### src/sv/rms_level_detector_dc_removal_defines.svh
// ----------------------------------------------------------------------------
// RMS level detector assertion macros
// Shared concurrent assertion forms, clocked on clk and held off in reset.
// ----------------------------------------------------------------------------
`ifndef RMS_LEVEL_DETECTOR_DC_REMOVAL_DEFINES_SVH
`define RMS_LEVEL_DETECTOR_DC_REMOVAL_DEFINES_SVH

// Check a consequence in the same cycle as its trigger
`define RLD_ASSERT_SAME(label, ante, cons, msg) \
  label: assert property (@(posedge clk) disable iff (rst) (ante) |-> (cons)) \
    else $error(msg);

// Check a consequence in the cycle after its trigger
`define RLD_ASSERT_NEXT(label, ante, cons, msg) \
  label: assert property (@(posedge clk) disable iff (rst) (ante) |=> (cons)) \
    else $error(msg);

`endif

### src/sv/rld_pkg.sv
// ----------------------------------------------------------------------------
// RMS level detector package
// Widths, register codes, reset values and the result bundle of the root unit.
// ----------------------------------------------------------------------------
package rld_pkg;

  // Datapath widths
  localparam int SAMPLE_W = 16;
  localparam int SUM_W    = 40;
  localparam int ROOT_W   = SUM_W / 2;
  localparam int LEVEL_W  = 16;
  localparam int SUB_W    = 24;
  localparam int STEP_W   = 6;

  // Iteration counts of the shared subtractor
  localparam int DIV_STEPS  = SUM_W;
  localparam int ROOT_STEPS = ROOT_W;

  // Configuration register codes
  localparam logic [3:0] CFG_DECIMATION = 4'd0;
  localparam logic [3:0] CFG_WINDOW_LEN = 4'd1;
  localparam logic [3:0] CFG_MAX_KEPT   = 4'd2;
  localparam logic [3:0] CFG_THRESHOLD  = 4'd3;

  // Configuration reset values
  localparam logic [6:0]  DECIMATION_RST = 7'd16;
  localparam logic [12:0] WINDOW_LEN_RST = 13'd512;
  localparam logic [7:0]  MAX_KEPT_RST   = 8'd128;
  localparam logic [15:0] THRESHOLD_RST  = 16'd130;

  // Decimation limits
  localparam logic [6:0] DEC_MAX = 7'd64;

  // Result of the divide and root unit
  typedef struct packed {
    logic               done;
    logic               loud;
    logic [LEVEL_W-1:0] level;
  } dr_result_t;

endpackage

### src/sv/rld_divroot.sv
// ----------------------------------------------------------------------------
// RMS level detector divide and root unit
// Restoring division of the square sum by the kept count, then a digit-by-digit
// square root of the quotient, both on one shared subtractor.
// ----------------------------------------------------------------------------
module rld_divroot
  import rld_pkg::*;
#(
  parameter int DIV_W = 8
) (
  input  logic             clk,
  input  logic             rst,
  input  logic             start,
  input  logic [SUM_W-1:0] dividend,
  input  logic [DIV_W-1:0] divisor,
  input  logic [31:0]      thr_sq,
  output dr_result_t       result
);

  typedef enum logic [2:0] {
    DR_IDLE = 3'b001,
    DR_DIV  = 3'b010,
    DR_ROOT = 3'b100
  } dr_state_t;

  dr_state_t         state;
  logic [SUM_W-1:0]  work;
  logic [SUB_W-1:0]  rem;
  logic [ROOT_W-1:0] root;
  logic [STEP_W-1:0] step;
  logic              loud;
  logic              done;

  logic [SUB_W-1:0]  op_a;
  logic [SUB_W-1:0]  op_b;
  logic [SUB_W:0]    diff;
  logic              fits;
  logic [SUB_W-1:0]  rem_next;
  logic [SUM_W-1:0]  quot_next;
  logic [SUM_W-1:0]  thr_ext;

  // Shared subtractor: trial divisor or trial root
  always_comb begin
    if (state == DR_ROOT) begin
      op_a = {rem[SUB_W-3:0], work[SUM_W-1 -: 2]};
      op_b = SUB_W'({root, 2'b01});
    end else begin
      op_a = {rem[SUB_W-2:0], work[SUM_W-1]};
      op_b = SUB_W'(divisor);
    end
    diff      = {1'b0, op_a} - {1'b0, op_b};
    fits      = ~diff[SUB_W];
    rem_next  = fits ? diff[SUB_W-1:0] : op_a;
    quot_next = {work[SUM_W-2:0], fits};
    thr_ext   = SUM_W'(thr_sq);
  end

  // Sequence the division and root steps
  always_ff @(posedge clk) begin
    if (rst) begin
      state <= DR_IDLE;
      step  <= '0;
      done  <= 1'b0;
    end else begin
      done <= 1'b0;
      case (state)
        DR_IDLE: begin
          if (start) begin
            state <= DR_DIV;
            step  <= '0;
          end
        end
        DR_DIV: begin
          if (step == STEP_W'(DIV_STEPS - 1)) begin
            state <= DR_ROOT;
            step  <= '0;
          end else begin
            step <= step + 1'b1;
          end
        end
        DR_ROOT: begin
          if (step == STEP_W'(ROOT_STEPS - 1)) begin
            state <= DR_IDLE;
            done  <= 1'b1;
          end else begin
            step <= step + 1'b1;
          end
        end
        default: begin
          state <= DR_IDLE;
        end
      endcase
    end
  end

  // Advance the working registers
  always_ff @(posedge clk) begin
    case (state)
      DR_IDLE: begin
        if (start) begin
          work <= dividend;
          rem  <= '0;
        end
      end
      DR_DIV: begin
        if (step == STEP_W'(DIV_STEPS - 1)) begin
          work <= quot_next;
          rem  <= '0;
          root <= '0;
          loud <= (quot_next > thr_ext) ||
                  ((quot_next == thr_ext) && (rem_next != '0));
        end else begin
          work <= quot_next;
          rem  <= rem_next;
        end
      end
      DR_ROOT: begin
        rem  <= rem_next;
        root <= {root[ROOT_W-2:0], fits};
        work <= {work[SUM_W-3:0], 2'b00};
      end
      default: begin
        rem <= '0;
      end
    endcase
  end

  // Saturate the root to the level width
  always_comb begin
    result.done  = done;
    result.loud  = loud;
    result.level = (root > ROOT_W'({LEVEL_W{1'b1}})) ? {LEVEL_W{1'b1}} : root[LEVEL_W-1:0];
  end

endmodule

### src/sv/rms_level_detector_dc_removal.sv
// ----------------------------------------------------------------------------
// RMS level detector with DC removal
// Decimates raw microphone words per window, removes a running DC estimate,
// sums exact squares and reports the window's RMS level and a loud flag.
// ----------------------------------------------------------------------------
// A dropped sample is handled in the idle state alone; a kept sample passes
// through accept, DC update, square on the shared multiplier and saturating
// accumulate. At the last raw sample of a window the block then squares the
// threshold, runs 40 restoring division steps and 20 square root steps on the
// single subtractor in rld_divroot, hands the result back and loads the output
// register.
// s_axis_tready is low while an item is in work. A finished result waits in
// the output register while the next samples are taken; a second window end
// holds until that result has been taken.
module rms_level_detector_dc_removal
  import rld_pkg::*;
#(
  parameter int MAX_WINDOW = 4096,
  parameter int MAX_KEPT   = 128
) (
  input  logic        clk,
  input  logic        rst,
  // Sample stream
  input  logic        s_axis_tvalid,
  output logic        s_axis_tready,
  input  logic [31:0] s_axis_tdata,   // [31:0] raw_word
  // Result stream
  output logic        m_axis_tvalid,
  input  logic        m_axis_tready,
  output logic [15:0] m_axis_tdata,   // [15:0] rms_level
  output logic        m_axis_tuser,   // [0] loud
  // Configuration writes
  input  logic        cfg_valid,
  output logic        cfg_ready,
  input  logic [3:0]  cfg_index,
  input  logic [15:0] cfg_data
);

  `include "rms_level_detector_dc_removal_defines.svh"

  localparam int POS_W = $clog2(MAX_WINDOW + 1);
  localparam int KC_W  = $clog2(MAX_KEPT + 1);

  typedef enum logic [6:0] {
    ST_IDLE = 7'b0000001,
    ST_DC   = 7'b0000010,
    ST_SQ   = 7'b0000100,
    ST_ACC  = 7'b0001000,
    ST_THR  = 7'b0010000,
    ST_CALC = 7'b0100000,
    ST_OUT  = 7'b1000000
  } state_t;

  state_t state;

  // Configuration registers
  logic [6:0]  decimation;
  logic [12:0] window_length;
  logic [7:0]  max_kept;
  logic [15:0] level_threshold;

  // Window state
  logic signed [SAMPLE_W-1:0] dc_estimate;
  logic [POS_W-1:0]           position;
  logic [5:0]                 phase;
  logic [KC_W-1:0]            kept;
  logic [SUM_W-1:0]           square_sum;
  logic signed [SAMPLE_W-1:0] sample;
  logic                       wend;
  logic [31:0]                prod;

  // Effective limits
  logic [6:0]       dec_eff;
  logic [POS_W-1:0] wlen_eff;
  logic [KC_W-1:0]  cap_eff;
  logic [31:0]      wl32;
  logic [31:0]      mk32;

  logic                       accept;
  logic                       keep;
  logic [6:0]                 phase_inc;
  logic [POS_W-1:0]           pos_inc;
  logic signed [22:0]         dc_sum;
  logic signed [SAMPLE_W-1:0] dc_next;
  logic signed [16:0]         dfree;
  logic signed [16:0]         mult_a;
  logic signed [33:0]         mult_p;
  logic [SUM_W:0]             sum_add;
  logic                       out_load;
  logic                       calc_start;
  dr_result_t                 dr_res;

  // Clamp the configured limits
  always_comb begin
    wl32 = 32'(window_length);
    mk32 = 32'(max_kept);
    if (decimation == 7'd0) begin
      dec_eff = 7'd1;
    end else if (decimation > DEC_MAX) begin
      dec_eff = DEC_MAX;
    end else begin
      dec_eff = decimation;
    end
    if (wl32 == 32'd0) begin
      wlen_eff = POS_W'(1);
    end else if (wl32 > 32'(MAX_WINDOW)) begin
      wlen_eff = POS_W'(MAX_WINDOW);
    end else begin
      wlen_eff = POS_W'(wl32);
    end
    if (mk32 == 32'd0) begin
      cap_eff = KC_W'(1);
    end else if (mk32 > 32'(MAX_KEPT)) begin
      cap_eff = KC_W'(MAX_KEPT);
    end else begin
      cap_eff = KC_W'(mk32);
    end
  end

  // Per-sample decisions and arithmetic
  always_comb begin
    accept    = s_axis_tvalid && s_axis_tready;
    keep      = (phase == 6'd0) && (kept < cap_eff);
    phase_inc = {1'b0, phase} + 7'd1;
    pos_inc   = position + 1'b1;
    dc_sum    = (23'(dc_estimate) <<< 6) - 23'(dc_estimate) + 23'(sample);
    dc_next   = SAMPLE_W'(dc_sum >>> 6);
    dfree     = 17'(sample) - 17'(dc_estimate);
    mult_a    = (state == ST_SQ) ? dfree : signed'({1'b0, level_threshold});
    mult_p    = mult_a * mult_a;
    sum_add   = {1'b0, square_sum} + (SUM_W + 1)'(prod);
    out_load  = (state == ST_OUT) && (!m_axis_tvalid || m_axis_tready);
    calc_start = (state == ST_THR);
  end

  assign s_axis_tready = (state == ST_IDLE);
  assign cfg_ready     = 1'b1;

  // Take configuration writes
  always_ff @(posedge clk) begin
    if (rst) begin
      decimation      <= DECIMATION_RST;
      window_length   <= WINDOW_LEN_RST;
      max_kept        <= MAX_KEPT_RST;
      level_threshold <= THRESHOLD_RST;
    end else if (cfg_valid && cfg_ready) begin
      case (cfg_index)
        CFG_DECIMATION: decimation      <= cfg_data[6:0];
        CFG_WINDOW_LEN: window_length   <= cfg_data[12:0];
        CFG_MAX_KEPT:   max_kept        <= cfg_data[7:0];
        CFG_THRESHOLD:  level_threshold <= cfg_data;
        default: begin
        end
      endcase
    end
  end

  // Sequence one transaction through the shared multiplier and divider
  always_ff @(posedge clk) begin
    if (rst) begin
      state       <= ST_IDLE;
      dc_estimate <= '0;
      position    <= '0;
      phase       <= '0;
      kept        <= '0;
      square_sum  <= '0;
      wend        <= 1'b0;
    end else begin
      case (state)
        ST_IDLE: begin
          if (accept) begin
            phase    <= (phase_inc >= dec_eff) ? 6'd0 : phase_inc[5:0];
            position <= pos_inc;
            wend     <= (pos_inc >= wlen_eff);
            if (keep) begin
              state <= ST_DC;
            end else if (pos_inc >= wlen_eff) begin
              state <= ST_THR;
            end
          end
        end
        ST_DC: begin
          dc_estimate <= dc_next;
          state       <= ST_SQ;
        end
        ST_SQ: begin
          state <= ST_ACC;
        end
        ST_ACC: begin
          square_sum <= sum_add[SUM_W] ? {SUM_W{1'b1}} : sum_add[SUM_W-1:0];
          kept       <= kept + 1'b1;
          state      <= wend ? ST_THR : ST_IDLE;
        end
        ST_THR: begin
          state <= ST_CALC;
        end
        ST_CALC: begin
          if (dr_res.done) begin
            state <= ST_OUT;
          end
        end
        ST_OUT: begin
          if (out_load) begin
            position   <= '0;
            phase      <= '0;
            kept       <= '0;
            square_sum <= '0;
            wend       <= 1'b0;
            state      <= ST_IDLE;
          end
        end
        default: begin
          state <= ST_IDLE;
        end
      endcase
    end
  end

  // Hold the sample and the shared multiplier product
  always_ff @(posedge clk) begin
    if (accept) begin
      sample <= signed'(s_axis_tdata[31:16]);
    end
    if (state == ST_SQ || state == ST_THR) begin
      prod <= mult_p[31:0];
    end
  end

  // Output register
  always_ff @(posedge clk) begin
    if (rst) begin
      m_axis_tvalid <= 1'b0;
    end else if (out_load) begin
      m_axis_tvalid <= 1'b1;
    end else if (m_axis_tready) begin
      m_axis_tvalid <= 1'b0;
    end
  end

  always_ff @(posedge clk) begin
    if (out_load) begin
      m_axis_tdata <= (kept == '0) ? '0 : dr_res.level;
      m_axis_tuser <= (kept != '0) && dr_res.loud;
    end
  end

  rld_divroot #(
    .DIV_W (KC_W)
  ) u_divroot (
    .clk      (clk),
    .rst      (rst),
    .start    (calc_start),
    .dividend (square_sum),
    .divisor  (kept),
    .thr_sq   (prod),
    .result   (dr_res)
  );

  // Checks
  `RLD_ASSERT_SAME(a_kept_bound, 1'b1, kept <= KC_W'(MAX_KEPT), "kept count beyond capacity")
  `RLD_ASSERT_NEXT(a_calc_to_out, (state == ST_CALC) && dr_res.done, state == ST_OUT,
                   "root result not taken to output")
  `RLD_ASSERT_NEXT(a_out_loaded, out_load, m_axis_tvalid, "result lost at output load")
  `RLD_ASSERT_NEXT(a_window_clear, out_load,
                   (kept == '0) && (square_sum == '0) && (position == '0),
                   "window state not cleared after result")

endmodule
### config.mk
export PLATFORM = sky130hd
export DESIGN_NAME = rms_level_detector_dc_removal
export DESIGN_NICKNAME = d
export VERILOG_FILES = /design/src/sv/rld_pkg.sv /design/src/sv/rld_divroot.sv /design/src/sv/rms_level_detector_dc_removal.sv
export VERILOG_INCLUDE_DIRS = /design/src /design/src/sv
export SDC_FILE = /design/constraint.sdc
export NUM_CORES = 1
export LEC_CHECK = 0
export BUFFER_PORTS_ARGS = -buffer_cell sky130_fd_sc_hd__buf_2
export CAP_MARGIN = 20
export CORE_MARGIN = 4
export CORE_UTILIZATION = 27
export DETAILED_ROUTE_END_ITERATION = 12
export SLEW_MARGIN = 0
export SYNTH_ARGS = -nofsm -noshare
export SYNTH_HDL_FRONTEND = slang
export SYNTH_HIERARCHICAL = 1
export SYNTH_SLANG_ARGS = --single-unit
### constraint.sdc
create_clock -name clk -period 19.8 [get_ports clk]
set_clock_uncertainty 0.1 [all_clocks]
set_input_delay 0.99 -clock clk [delete_from_list [all_inputs] [get_ports clk]]
set_output_delay 0.99 -clock clk [all_outputs]
set_load 0.02 [all_outputs]
==> results.cfg <==
[critical_path]
worstPathRequired_ns = 19.96
cp_slowest_cell = fa_1
cp_common_cell = fa_1
cp_top_family = adder cells
slowest_delay_ns = 0.55
path_max_fanout = 13
crit_type = reg2reg
cp.arrival_ns = 9.29
worst-path-buf-inv = 6
end_kind = register
critPathLaunchType = register

[floorplanning]
num_io_pins = 77
core_area_um2 = 104000
rows = 118
die_x_um = 332
fp.dieH_um = 332
start_util_pct = 27.3
dieArea_um2 = 110000

[detailed_routing]
wl_um = 68400
first_iter_violations = 1364
avgRoutedWirePerCell_um = 14.9
drtAntennaViolNets = 0
first_pass_iters = 5
vias_per_cell = 4.70
drcViolationCount = 0
dr_total_vias = 21627

[cells_and_area]
final_common_cell = inv_1
drive_gt1_share_pct = 6.55
area_growth_pct = 10.9
layout_common_cells = inv_1, nand2_1, fa_1, nor2_1, ha_1
post-route-util_pct = 30.3
fin_nets = 3762
fillers = 10947
n_antenna_cell = 0

[power_and_ir_drop]
power_w = 0.00193
ir_drop_uv = 48.8
powerDensity_nw_per_um2 = 61.4
p_leak_nw = 13.9

[placed_design]
place_hpwl_um = 53400
gp_congestion = 0.876
port_buffers = 59

[logic_synthesis]
synthCells = 3168
synth-main-ff-cell = edfxtp_1
ys_top_cells_by_area = fa_1, edfxtp_1, dfxtp_1
synth_top_cell_by_area = fa_1
syn_area_per_cell_um2 = 8.94
synth-seq-cells = 294
syn_area_um2 = 28300
syn-num-nets = 3735
ys_seq_area_share_pct = 26.0
yosysUniqueCellTypes = 98
synth.top_cell.area_share_pct = 19.7
synth-async-reset-ratio_pct = 0
yosys_warnings = 6
synth_edf_count = 148

[sta]
final_hold_viol_count = 0
rsz0062_at_grt = no
finalSetupTns_ns = 0
worst_pin_slew_ns = 1.10
fin_crit_ns = 9.12
slew_headroom_pct = 26.4
timing.final.crit_share_pct = 46.1
setup_violations = 0
maxSlewViolCount = 0
clock.fmax_ghz = 0.110
hold-worst-slack_ns = 0.352

[clock_tree]
ctsResizeCount = 0
postCtsHoldBufs = 0
cts.htree.levels = 2
worst_skew_pair.late_latency_ns = 0.54
root_buffer = clkbuf_16
clock_path_buffers = 3
numCtsBuffers = 35
cts.sinks = 294
cts_tree = yes
post_cts_buffers = 0
path_clk_slew_ns = 0.06

[outcome]
status = finished clean

[global_routing]
grt_pass1_wl_um = 114000
overflow = 0
grt_pass1_vias = 21817
grt_max_degree = 73
track_usage_pct = 12.4
antenna_found_initial = 2

[hold_path]
min_path_type = reg2reg

[run]
drv_cap = 0
==> state kept, by name (all words and copies together), names as in the netlist, 13 cells and up <==
register         cells
dc_estimate         16
level_threshold     16
m_axis_tdata        16
position            13
prod                31
sample              16
square_sum          40
u_divroot/rem       23
u_divroot/root      20
u_divroot/work      40
window_length       13
==> cell families after synthesis <==
kind of cell	after synthesis	share of synthesized area (%)
AO/OA/AOI/OAI	599	14.2
XOR/XNOR	133	4.11
adder cells (fa/ha/maj)	511	30.0
buffers and inverters	584	7.90
flip-flops	294	26.0
multiplexers	45	1.66
other	2	0.0265
AND/OR/NAND/NOR	1000	16.1
==> report_power, final <==
part / leakage (nW) / switching (W) / total (W) / internal [W]
logic: 10.8 / 0.000330 / 0.000545 / 0.000215
registers: 2.44 / 0.0000285 / 0.000703 / 0.000675
clock network: 0.594 / 0.000265 / 0.000681 / 0.000416
total: 13.9 / 0.000624 / 0.00193 / 0.00131
==> worst register-to-register path, delay by kind of cell, from the launching register on <==
kind / cells / cell delay (ns)
flip-flops: 1 / 0.31
AND/OR/NAND/NOR: 9 / 1.50
XOR/XNOR: 2 / 0.24
AO/OA/AOI/OAI: 7 / 2.13
adder cells (fa/ha/maj): 9 / 4.06
buffers and inverters: 6 / 0.51
==> Yosys cell counts, drive strengths merged, types with 24 or more instances <==
cell,n
nor3,44
o21a,26
a211oi,27
o21ai,98
xnor2,83
nand3,47
a22oi,47
mux2i,39
fa,279
and2,43
buf,26
nor2,265
nand2,413
edfxtp,148
dfxtp,146
a21o,60
inv,481
a21oi,195
xor2,50
ha,231
clkbuf,70
nand2b,36
a311oi,24
==> path summary, 6_finish.rpt <==
| path | to | cells after the start | slack [ns] | from |
|---|---|---|---|---|
| worst max-delay path | prod[31]$_DFFE_PP_ | 33 | 10.68 | sample[0]$_DFFE_PP_ |
| worst min-delay path | dc_estimate[4]$_SDFFE_PP0P_ | 2 | 0.35 | dc_estimate[4]$_SDFFE_PP0P_ |
| worst max register to register | prod[31]$_DFFE_PP_ | 33 | 10.68 | sample[0]$_DFFE_PP_ |
| worst min register to register | dc_estimate[4]$_SDFFE_PP0P_ | 2 | 0.35 | dc_estimate[4]$_SDFFE_PP0P_ |
==> layout make-up <==
class	count	area, µm²	share of cell area [%]
multi-input combinational	2290	18800	59.7
inverter	488	1830	5.83
clock buffer	49	1030	3.27
tap	1380	1730	5.49
clock inverter	12	170	0.541
sequential	294	7370	23.4
timing repair buffer	86	541	1.72
==> per-stage QoR <==
| step | area [µm²] | worst slack, ns | cells |
|---|---|---|---|
| finish | 31400 | 10.68 | 4599 |
| detailed placement | 30200 | 10.79 | 4537 |
| floorplan | 28300 | 11.72 | 3168 |
| global route | 31400 | 10.09 | 4599 |
| CTS | 31400 | 10.76 | 4598 |
| global placement | 30200 | 10.86 | 4536 |
==> metal layers <==
metal	vias to the layer above	track usage, %	part of all wire, %
met5	-	0	0.013
met4	2	2.61	1.8
met3	85	1.70	3.8
met2	364	20.6	46
met1	10500	17.2	48
li1	10676	-	-
Note: power is estimated with default switching activity, not from simulation.
